File: config.mk
export PLATFORM = sky130hd
export DESIGN_NAME = soft_uart_half_duplex_top
export DESIGN_NICKNAME = d
export VERILOG_FILES = /design/src/suhd_pkg.sv /design/src/soft_uart_half_duplex_top.sv /design/src/suhd_core.sv
export VERILOG_INCLUDE_DIRS = /design/src /design/src/src
export SDC_FILE = /design/constraint.sdc
export NUM_CORES = 1
export LEC_CHECK = 0
export BUFFER_PORTS_ARGS = -buffer_cell sky130_fd_sc_hd__buf_2
export CORE_MARGIN = 5
export CORE_UTILIZATION = 40
export CTS_CLUSTER_DIAMETER = 50
export DETAILED_ROUTE_END_ITERATION = 6
export PLACE_DENSITY = 0.71
export SETUP_SLACK_MARGIN = 0.2
export SYNTH_ARGS = -nofsm -noshare
export SYNTH_HDL_FRONTEND = slang
export SYNTH_SLANG_ARGS = --single-unit
File: constraint.sdc
create_clock -name i_clk -period 2.6 [get_ports i_clk]
set_input_delay 0.52 -clock i_clk [delete_from_list [all_inputs] [get_ports i_clk]]
set_output_delay 0.52 -clock i_clk [all_outputs]
set_load 0.02 [all_outputs]
File: src/soft_uart_half_duplex_top_macros.svh
// Assertion macros used by the UART transceiver top level.
`ifndef SOFT_UART_HALF_DUPLEX_TOP_MACROS_SVH
`define SOFT_UART_HALF_DUPLEX_TOP_MACROS_SVH

// The consequent must hold in the same cycle as the antecedent.
`define SUHD_ASSERT_SAME(label, ante, cons, msg) \
    label: assert property (@(posedge i_clk) disable iff (!i_rst_n) (ante) |-> (cons)) \
        else $error(msg);

// The consequent must hold in the cycle after the antecedent.
`define SUHD_ASSERT_NEXT(label, ante, cons, msg) \
    label: assert property (@(posedge i_clk) disable iff (!i_rst_n) (ante) |=> (cons)) \
        else $error(msg);

`endif

File: src/suhd_pkg.sv
// Package with the types, codes and widths of the half-duplex UART transceiver.
package suhd_pkg;

    localparam int COUNT_WIDTH = 24;
    localparam int DATA_BITS   = 8;
    localparam int IDX_WIDTH   = 4;

    localparam logic [COUNT_WIDTH-1:0] PERIOD_RESET = 24'd7488;

    // Request kinds carried on the input tuser.
    localparam logic [1:0] KIND_TICK = 2'd0;
    localparam logic [1:0] KIND_TX   = 2'd1;
    localparam logic [1:0] KIND_RX   = 2'd2;

    // Operating modes.
    localparam logic [1:0] MODE_IDLE = 2'd0;
    localparam logic [1:0] MODE_TX   = 2'd1;
    localparam logic [1:0] MODE_WAIT = 2'd2;
    localparam logic [1:0] MODE_RX   = 2'd3;

    // Configuration register indexes.
    localparam logic [2:0] ADDR_BIT_PERIOD = 3'd0;

    typedef struct packed {
        logic [1:0]           kind;
        logic [DATA_BITS-1:0] tx_byte;
        logic                 rx_level;
    } t_item;

    typedef struct packed {
        logic                 cmd_ignored;
        logic                 rx_error;
        logic [DATA_BITS-1:0] rx_byte;
        logic                 rx_done;
        logic                 tx_done;
        logic [1:0]           mode_now;
        logic                 tx_pin;
    } t_result;

endpackage

File: src/soft_uart_half_duplex_top.sv
// Top level of the half-duplex 8N1 UART transceiver with its stream and APB ports.
//
// Usage: every request on the slave stream is either one clock tick of the bit
// timer (carrying the sampled receive line level), a start-transmit command with
// the byte to send, an arm-receive command or, with the unused kind code, a no-op;
// the kind travels on tuser. Every request yields exactly one response on the
// master stream with the transmit pin level, the mode, the done and error pulses,
// the receive shift register and a flag for commands that arrived while busy.
// The bit period is written through the APB port; the user must write it only
// while the block is idle, as the block itself does not enforce this.
// A request is captured in an input register, the state update runs in one
// combinational pass and the response is captured in an output register.
// Throughput is one request per cycle while the response side does not stall;
// the limit is the single state update. The input side keeps taking requests
// while a response waits, until both registers hold data. If the response side
// stalls, the response holds and the state is not advanced, so no request is lost
// or repeated. Reset (synchronous, active low) returns the transceiver to idle
// with the pin low, clears both registers and sets the bit period to 7488 ticks.
`include "soft_uart_half_duplex_top_macros.svh"
module soft_uart_half_duplex_top
    import suhd_pkg::*;
(
    input  logic        i_clk,
    input  logic        i_rst_n,
    // Slave stream.
    input  logic        i_s_tvalid,
    output logic        o_s_tready,
    input  logic [15:0] i_s_tdata,  // [7:0] tx_byte, [8] rx_level, [15:9] zero
    input  logic [1:0]  i_s_tuser,  // [1:0] kind
    // Master stream.
    output logic        o_m_tvalid,
    input  logic        i_m_tready,
    // [0] tx_pin, [2:1] mode_now, [3] tx_done, [4] rx_done, [12:5] rx_byte,
    // [13] rx_error, [14] cmd_ignored, [15] zero
    output logic [15:0] o_m_tdata,
    // Configuration port.
    input  logic        psel,
    input  logic        penable,
    input  logic        pwrite,
    input  logic [2:0]  paddr,
    input  logic [31:0] pwdata,
    output logic [31:0] prdata,
    output logic        pready
);

    logic                   r_in_valid;
    t_item                  r_in_item;
    logic                   r_out_valid;
    t_result                r_out_res;
    logic [COUNT_WIDTH-1:0] r_bit_period;

    logic    in_take;
    logic    adv;
    t_result n_res;

    // The state advances whenever a held request can move into the output register.
    assign adv        = r_in_valid && (!r_out_valid || i_m_tready);
    assign o_s_tready = !r_in_valid || adv;
    assign in_take    = i_s_tvalid && o_s_tready;

    always_ff @(posedge i_clk) begin
        if (!i_rst_n) begin
            r_in_valid <= 1'b0;
        end else if (o_s_tready) begin
            r_in_valid <= i_s_tvalid;
        end
    end

    always_ff @(posedge i_clk) begin
        if (in_take) begin
            r_in_item.kind     <= i_s_tuser;
            r_in_item.tx_byte  <= i_s_tdata[7:0];
            r_in_item.rx_level <= i_s_tdata[8];
        end
    end

    suhd_core u_core (
        .i_clk        (i_clk),
        .i_rst_n      (i_rst_n),
        .i_en         (adv),
        .i_item       (r_in_item),
        .i_bit_period (r_bit_period),
        .o_res        (n_res)
    );

    always_ff @(posedge i_clk) begin
        if (!i_rst_n) begin
            r_out_valid <= 1'b0;
        end else if (adv) begin
            r_out_valid <= 1'b1;
        end else if (i_m_tready) begin
            r_out_valid <= 1'b0;
        end
    end

    always_ff @(posedge i_clk) begin
        if (adv) begin
            r_out_res <= n_res;
        end
    end

    assign o_m_tvalid = r_out_valid;
    assign o_m_tdata  = {1'b0, r_out_res};

    // Configuration registers.
    assign pready = 1'b1;

    always_ff @(posedge i_clk) begin
        if (!i_rst_n) begin
            r_bit_period <= PERIOD_RESET;
        end else if (psel && penable && pwrite && pready && (paddr == ADDR_BIT_PERIOD)) begin
            r_bit_period <= pwdata[COUNT_WIDTH-1:0];
        end
    end

    always_comb begin
        unique case (paddr)
            ADDR_BIT_PERIOD: prdata = {{(32 - COUNT_WIDTH){1'b0}}, r_bit_period};
            default:         prdata = '0;
        endcase
    end

    // A taken request must be held in the input register.
    `SUHD_ASSERT_NEXT(a_in_held, in_take, r_in_valid, "request taken but not held")
    // A state update must leave a response on the master side.
    `SUHD_ASSERT_NEXT(a_out_after_adv, adv, o_m_tvalid, "state advanced without a response")
    // A finished frame always leaves the transceiver idle.
    `SUHD_ASSERT_SAME(a_done_idle, o_m_tvalid && (r_out_res.tx_done || r_out_res.rx_done),
        r_out_res.mode_now == MODE_IDLE, "frame done while not idle")
    // A receive error and a receive completion never come together.
    `SUHD_ASSERT_SAME(a_rx_flags, o_m_tvalid, !(r_out_res.rx_done && r_out_res.rx_error),
        "receive done and error in one response")

endmodule

File: src/suhd_core.sv
// Transceiver state registers and the single-pass update for one request.
module suhd_core
    import suhd_pkg::*;
(
    input  logic                   i_clk,
    input  logic                   i_rst_n,
    input  logic                   i_en,
    input  t_item                  i_item,
    input  logic [COUNT_WIDTH-1:0] i_bit_period,
    output t_result                o_res
);

    localparam logic [IDX_WIDTH-1:0] LAST_DATA_IDX = IDX_WIDTH'(DATA_BITS);
    localparam logic [IDX_WIDTH-1:0] STOP_IDX      = IDX_WIDTH'(DATA_BITS + 1);

    logic [1:0]             r_mode, n_mode;
    logic [IDX_WIDTH-1:0]   r_idx, n_idx;
    logic [COUNT_WIDTH-1:0] r_cnt, n_cnt;
    logic [DATA_BITS-1:0]   r_tx_shift, n_tx_shift;
    logic [DATA_BITS-1:0]   r_rx_shift, n_rx_shift;
    logic                   r_tx_drive, n_tx_drive;

    logic                   tmr_ev;
    logic [COUNT_WIDTH-1:0] tmr_next;
    logic [COUNT_WIDTH-1:0] half_period;
    logic [IDX_WIDTH-1:0]   idx_inc;
    logic                   tx_done, rx_done, rx_error, cmd_ignored;

    // Bit timer: reloads the full period when it runs down to one or less.
    assign tmr_ev      = (r_cnt <= COUNT_WIDTH'(1));
    assign tmr_next    = tmr_ev ? i_bit_period : r_cnt - COUNT_WIDTH'(1);
    assign half_period = (i_bit_period[COUNT_WIDTH-1:1] == '0) ? COUNT_WIDTH'(1)
                         : {1'b0, i_bit_period[COUNT_WIDTH-1:1]};
    assign idx_inc     = r_idx + IDX_WIDTH'(1);

    always_comb begin
        n_mode      = r_mode;
        n_idx       = r_idx;
        n_cnt       = r_cnt;
        n_tx_shift  = r_tx_shift;
        n_rx_shift  = r_rx_shift;
        n_tx_drive  = r_tx_drive;
        tx_done     = 1'b0;
        rx_done     = 1'b0;
        rx_error    = 1'b0;
        cmd_ignored = 1'b0;
        case (i_item.kind)
            KIND_TX, KIND_RX: begin
                if (r_mode != MODE_IDLE) begin
                    cmd_ignored = 1'b1;
                end else if (i_item.kind == KIND_TX) begin
                    n_tx_shift = i_item.tx_byte;
                    n_tx_drive = 1'b1;
                    n_idx      = '0;
                    n_cnt      = i_bit_period;
                    n_mode     = MODE_TX;
                end else begin
                    n_idx  = '0;
                    n_mode = MODE_WAIT;
                end
            end
            KIND_TICK: begin
                unique case (r_mode)
                    MODE_TX: begin
                        n_cnt = tmr_next;
                        if (tmr_ev) begin
                            n_idx = idx_inc;
                            if (idx_inc <= LAST_DATA_IDX) begin
                                // Inverted pin: a zero data bit drives high.
                                n_tx_drive = ~r_tx_shift[0];
                                n_tx_shift = r_tx_shift >> 1;
                            end else if (idx_inc == STOP_IDX) begin
                                n_tx_drive = 1'b0;
                            end else begin
                                n_idx   = '0;
                                n_mode  = MODE_IDLE;
                                tx_done = 1'b1;
                            end
                        end
                    end
                    MODE_WAIT: begin
                        if (!i_item.rx_level) begin
                            n_cnt  = half_period;
                            n_idx  = '0;
                            n_mode = MODE_RX;
                        end
                    end
                    MODE_RX: begin
                        n_cnt = tmr_next;
                        if (tmr_ev) begin
                            if (r_idx == '0) begin
                                if (!i_item.rx_level) begin
                                    n_rx_shift = '0;
                                    n_idx      = IDX_WIDTH'(1);
                                end else begin
                                    n_mode   = MODE_IDLE;
                                    rx_error = 1'b1;
                                end
                            end else if (r_idx <= LAST_DATA_IDX) begin
                                n_rx_shift = {i_item.rx_level, r_rx_shift[DATA_BITS-1:1]};
                                n_idx      = idx_inc;
                            end else begin
                                n_idx    = '0;
                                n_mode   = MODE_IDLE;
                                rx_done  = i_item.rx_level;
                                rx_error = ~i_item.rx_level;
                            end
                        end
                    end
                    default: begin
                        // Ticks while idle change nothing.
                    end
                endcase
            end
            default: begin
                // The unused kind code is a no-operation.
            end
        endcase
    end

    always_ff @(posedge i_clk) begin
        if (!i_rst_n) begin
            r_mode     <= MODE_IDLE;
            r_idx      <= '0;
            r_cnt      <= '0;
            r_tx_shift <= '0;
            r_rx_shift <= '0;
            r_tx_drive <= 1'b0;
        end else if (i_en) begin
            r_mode     <= n_mode;
            r_idx      <= n_idx;
            r_cnt      <= n_cnt;
            r_tx_shift <= n_tx_shift;
            r_rx_shift <= n_rx_shift;
            r_tx_drive <= n_tx_drive;
        end
    end

    always_comb begin
        o_res.tx_pin      = n_tx_drive;
        o_res.mode_now    = n_mode;
        o_res.tx_done     = tx_done;
        o_res.rx_done     = rx_done;
        o_res.rx_byte     = n_rx_shift;
        o_res.rx_error    = rx_error;
        o_res.cmd_ignored = cmd_ignored;
    end

endmodule

## After elaboration in Yosys (flattened, before gate mapping)

Index checks and enable logic that the tools add are counted.

| word-level totals | value |
|---|---|
| register bits after elaboration | 99 |
| output and inout bits | 51 |
| bits of input ports | 60 |

| cells by class | value |
|---|---|
| muxes and demuxes | 57 |
| $lt $le $gt $ge | 3 |
| bitwise logic cells | 6 |
| eq/ne operators | 17 |
| add/sub/neg operators | 2 |
| reductions and logical operators | 24 |

Operators with widths:

| cell | count |
|---|---|
| $mux 24 | 5 |
| $pmux 24 s2 | 2 |
| $mux 8 | 11 |
| $mux 4 | 9 |
| $le 24x1->1 const B | 1 |
| $sub 24x1->24 const B | 1 |
| $logic_not 23->1 | 1 |
| $mux 23 | 1 |
| $mux 2 | 10 |
| $pmux 8 s2 | 1 |
| $mux 1 | 13 |
| $pmux 4 s3 | 1 |
| $le 4x4->1 const B | 2 |
| $pmux 4 s2 | 1 |
| $reduce_and 8->1 | 1 |
| $reduce_and 7->1 | 1 |
| $eq 2x2->1 const B | 3 |
| $ne 2x1->1 const B | 3 |
| $ne 3x2->1 const B | 2 |
| $ne 3x3->1 const B | 2 |
| $not 1->1 | 6 |
| $pmux 2 s3 | 1 |
| $reduce_and 6->1 | 1 |
| $reduce_bool 2->1 | 3 |
| 18 further kinds | 27 |

## Logic depth before layout (Yosys ltp)

| logic depth | value |
|---|---|
| depth in word-level cells | 7 |
| depth in mapped cells | 10 |

## Hierarchy

A second synthesis with hierarchy kept.

| unflattened totals | value |
|---|---|
| cell total of the unflattened synthesis | 687 |
| area, all modules | 5856.9 um^2 |

Modules (own cells, without submodules):

| module | instances | area an instance (um^2) | sequential area each (um^2) | cells each |
|---|---|---|---|---|
| suhd_core | 1 | 3722.3 | 940.9 | 505 |
| soft_uart_half_duplex_top | 1 | 2134.5 | 1301.2 | 182 |

## Worst setup path after synthesis

No wires, ideal clock.

| path | value |
|---|---|
| kind | register to register |
| start point | register u_core.r_idx[0] |
| end point | register u_core.r_idx[2] |
| slack | 0.199 ns |
| data required time | 2.526 ns |
| data arrival time | 2.327 ns |
| library setup time | 0.074 ns |
| cell stages (with the launch flop) | 10 |
| buffers on the path | 1 |
| cells stage by stage | dfxtp_1 -> clkbuf_1 -> inv_1 -> ha_1 -> nor3b_1 -> and3_1 -> o31ai_1 -> nand3_4 -> or4_1 -> a31oi_1 |

| on the way | value |
|---|---|
| longest elaborated chain between the ends | 7 |
| elaborated cells on any way between the ends | 15 |
| classes of those cells | add/sub (1); order compare (2); eq/ne (2); mux (8); reduce/logical (2) |

Ends and longest elaborated chain:

| item | RTL line | text |
|---|---|---|
| start: declaration | suhd_core.sv:17 | `logic [IDX_WIDTH-1:0] r_idx, n_idx;` |
| start signal: assignment | suhd_core.sv:131 | `r_idx <= n_idx;` |
| branches (longest 7 deep; another with $add 4x1->4) | - |  |

Several ways; the timed one is not identified. The select of a mux whose other input is x is not followed.
A chain may end at the register's enable or synchronous reset.

==> run_results.csv <==
group,metric,value,unit
critical_path,cp_slowest_stage_delay,0.58,ns
grt,grt_max_degree,40,
drt,drtPass1Iterations,5,
critical_path,r2r-start,"u_core.r_cnt[18]",
drt,via_per_inst,5.70,
synth,synth_area,5610,um^2
die,die_w,128,um
cts,cts_buffer_depth,2,
drt,vias,5367,
pwr,combPwrFrac,0.204,
timing,finalSetupTns,0,ns
synth,synth_cells,660,
pwr,switching_share,0.281,
critical_path,arrival,2.45,ns
placement,pre_cts_ws,0.137,ns
job,maxCapViolations,0,
drt,antenna_left,0,
cts,clock-root-buffer,"clkbuf_16",
die,num_rows,43,
drt,m1WireLength,6650,um
drt,highest_layer,"met4",
pwr,p_leak,2.68,nW
cts,clkLatencyLatePin,0.35,ns
cts,htreeDepth,3,
synth,yosys.cell_types.count,74,
synth,synthTopCellsByArea,"dfxtp_1, edfxtp_1, nand2_1, a21oi_1, nor2_1",
critical_path,path_cells,"or4_4 > and4b_2 > o211ai_1 > a211o_1 > o21a_1 > o21a_1",
timing,final_max_slew_viol_count,0,
grt,grt_pass1_wl,24700,um
timing,post-route-period-util,0.899,
drt,drt_iter0_markers,351,
drt,wl_per_cell,16.3,um
synth,ys_seq_area_frac,0.400,
drt,wl,15300,um
final_layout,diodes,0,
pwr,pwr-share-clk,0.365,
synth,yosysMostFrequentCell,"nand2_1",
pwr,ir_drop,0.000357,V
synth,synth_common_cells,"nand2_1, dfxtp_1, a21oi_1",
timing,grt_setup_unrepaired,"true",
critical_path,cp_max_fo,5,
placement,numPlacedInstances,920,
synth,synth_warnings,0,
worst_hold_path,hp-class,"in -> reg",
grt,grt_pass1_vias,4965,
critical_path,cp.required,2.71,ns
final_layout,drive_gt1_frac,0.231,
pwr,p_int,0.00280,W
die,die-area,16500,um^2
timing,timing.final.hold_violations,0,
die,coreArea,13800,um^2
critical_path,crit_path_start,"u_core.r_cnt[18]",
die,die_h,128,um
synth,synth_edf_count,26,
synth,yosysTopAreaCell,"dfxtp_1",
synth,synth_flop_cell,"dfxtp_1",
grt,overflow,0,
timing,setup_violations,0,
drt,dr_wl_met3,1130,um
cts,cts_sinks,99,
grt,grt_usage,0.184,
timing,fmax,428,MHz
pwr,power,0.00389,W
critical_path,worstSetupPathType,"reg -> reg",
critical_path,cpMostUsedCell,"o21a_1",
status,outcome,"finished, final reports clean",
pwr,seq_power_share,0.431,
timing,fin_ws,0.264,ns
final_layout,area_delta_synth_final,20.9,%
grt,antenna_found_initial,0,
critical_path,slowest_stage,"or4_4",
synth,async_flop_share,0,
critical_path,crit_path_end_kind,"register",
timing,tightest_slew,0.648,ns
cts,path_clk_slew,0.07,ns
critical_path,r2r_setup_slack,0.26,ns
critical_path,start_kind,"register",
cts,cts_hold_buf,0,
final_layout,fin_cells,941,
pwr,pwr_density_cell,574,nW/um^2
cts,cts_buffers,9,
drt,drc_errors,0,
timing,slew_headroom,0.565,
drt,dr_wl_met2,7150,um
pwr,power.switching,0.00109,W
synth,synth_top_area_share,0.261,
worst_hold_path,min_from,"i_s_tdata[5]",
die,pin_count,111,
die,initial_utilization,0.405,
cts,cts_tree,"yes",
placement,place_congestion,0.926,
timing,final.min_clock_period,2.34,ns
placement,dp_hpwl,10800,um
synth,syn_area_per_cell,8.49,um^2
final_layout,nets,830,
timing,clock_skew,0.00887,ns
placement,io_buffer_count,85,
synth,ys_ff_latch,99,
-- layout by cell type (no fill, tap or decap), types with 4 or more instances in the layout --
cell type | Yosys | routed
xor2_1 | 4 | 4
a31oi_1 | 10 | 9
nand2b_1 | 4 | 4
xnor2_1 | 4 | 4
nor2b_1 | 4 | 4
o221ai_1 | 9 | 9
nand4_1 | 4 | 4
nand3_1 | 30 | 30
o31ai_1 | 10 | 9
mux2i_1 | 10 | 10
o21a_1 | 4 | 4
o21ai_0 | 32 | 31
nor3_1 | 17 | 15
o22ai_1 | 6 | 6
dfxtp_1 | 73 | 67
conb_1 | 2 | 10
buf_2 | 3 | 85
nor2_1 | 47 | 45
nand2_1 | 84 | 83
edfxtp_1 | 26 | 26
o211ai_1 | 9 | 9
o2111ai_1 | 4 | 4
nor4_1 | 10 | 10
ha_1 | 14 | 12
a22o_1 | 15 | 15
inv_1 | 19 | 19
a21oi_1 | 55 | 54
or3_1 | 7 | 7
a21o_1 | 4 | 4
and2_1 | 27 | 27
o32ai_1 | 4 | 4
clkbuf_16 | 0 | 9
dfxtp_2 | 0 | 6
buf_4 | 10 | 39
and3_1 | 6 | 6
-- timing repair --
| action | in CTS | in global routing |
|---|---|---|
| endpoints found under the setup margin | 23 | 33 |
| resized for setup | 5 | 18 |
| pin swaps | 1 | 7 |
| buffers inserted | 0 | 5 |
-- kinds of logic after synthesis --
group,share of synthesized area
flops,0.400
other cells,0.00134
buf+inv,0.0569
simple gates,0.242
xor+xnor,0.0125
mux,0.0219
compound gates,0.234
fa+ha+maj,0.0313
-- layout make-up --
cell class,instances,area (um^2)
clock buffers,12,236
flip-flops and latches,99,2250
multi-input cells,499,3150
clock inverters,4,75.1
fillers,1300,7050
well taps,180,225
inverters,20,75.1
repair buffers,127,769
-- layer usage --
| layer | global-route usage | vias to the layer above |
|---|---|---|
| met5 | 0 | - |
| met1 | 0.248 | 2514 |
| met4 | 0.0855 | 0 |
| met2 | 0.288 | 217 |
| met3 | 0.0340 | 36 |
| li1 | - | 2600 |
-- through the flow --
step | util | hold WS (ns) | cell area (um^2)
floorplan | - | 0.444 | 5640
global placement | 0.459 | 0.457 | 6350
detailed placement | 0.459 | 0.462 | 6350
CTS | 0.483 | 0.330 | 6680
global route | 0.490 | 0.322 | 6780
finish | 0.490 | 0.338 | 6780
-- worst max-delay path: cells and delay by family, from the launching register on --
| family | cells | cell delay (ns) |
|---|---|---|
| flip-flops | 1 | 0.34 |
| AO/OA/AOI/OAI | 4 | 0.78 |
| AND/OR/NAND/NOR | 2 | 0.97 |
-- worst paths after layout --
check                         endpoint  depth (start not counted)
setup reg to reg          o_m_tdata[2]                          6
hold / removal            r_in_item[6]                          1
hold reg to reg   u_core.r_tx_shift[2]                          2
setup / recovery          o_m_tdata[2]                          6
-- power by group through the flow --
| stage | logic, W | registers (W) | clock network (W) |
|---|---|---|---|
| 3_5_place_dp | 0.000735 | 0.00171 | 0 |
| 5_1_grt | 0.000859 | 0.00168 | 0.00151 |
| 6_report | 0.000795 | 0.00168 | 0.00142 |
| 3_3_place_gp | 0.000733 | 0.00171 | 0 |
| 2_1_floorplan | 0.000493 | 0.00171 | 0 |
| 4_1_cts | 0.000745 | 0.00167 | 0.00145 |
-- registers in the layout, summed over array words and instances, names as in the netlist --
name and cells:
r_bit_period 24, u_core.r_cnt 24, o_m_tdata 15, r_in_item 11, u_core.r_rx_shift 8, u_core.r_tx_shift 8, u_core.r_idx 4, u_core.r_mode 2
o_m_tvalid 1, r_in_valid 1, u_core.r_tx_drive 1
No activity file was read; power rests on OpenSTA's default activity.
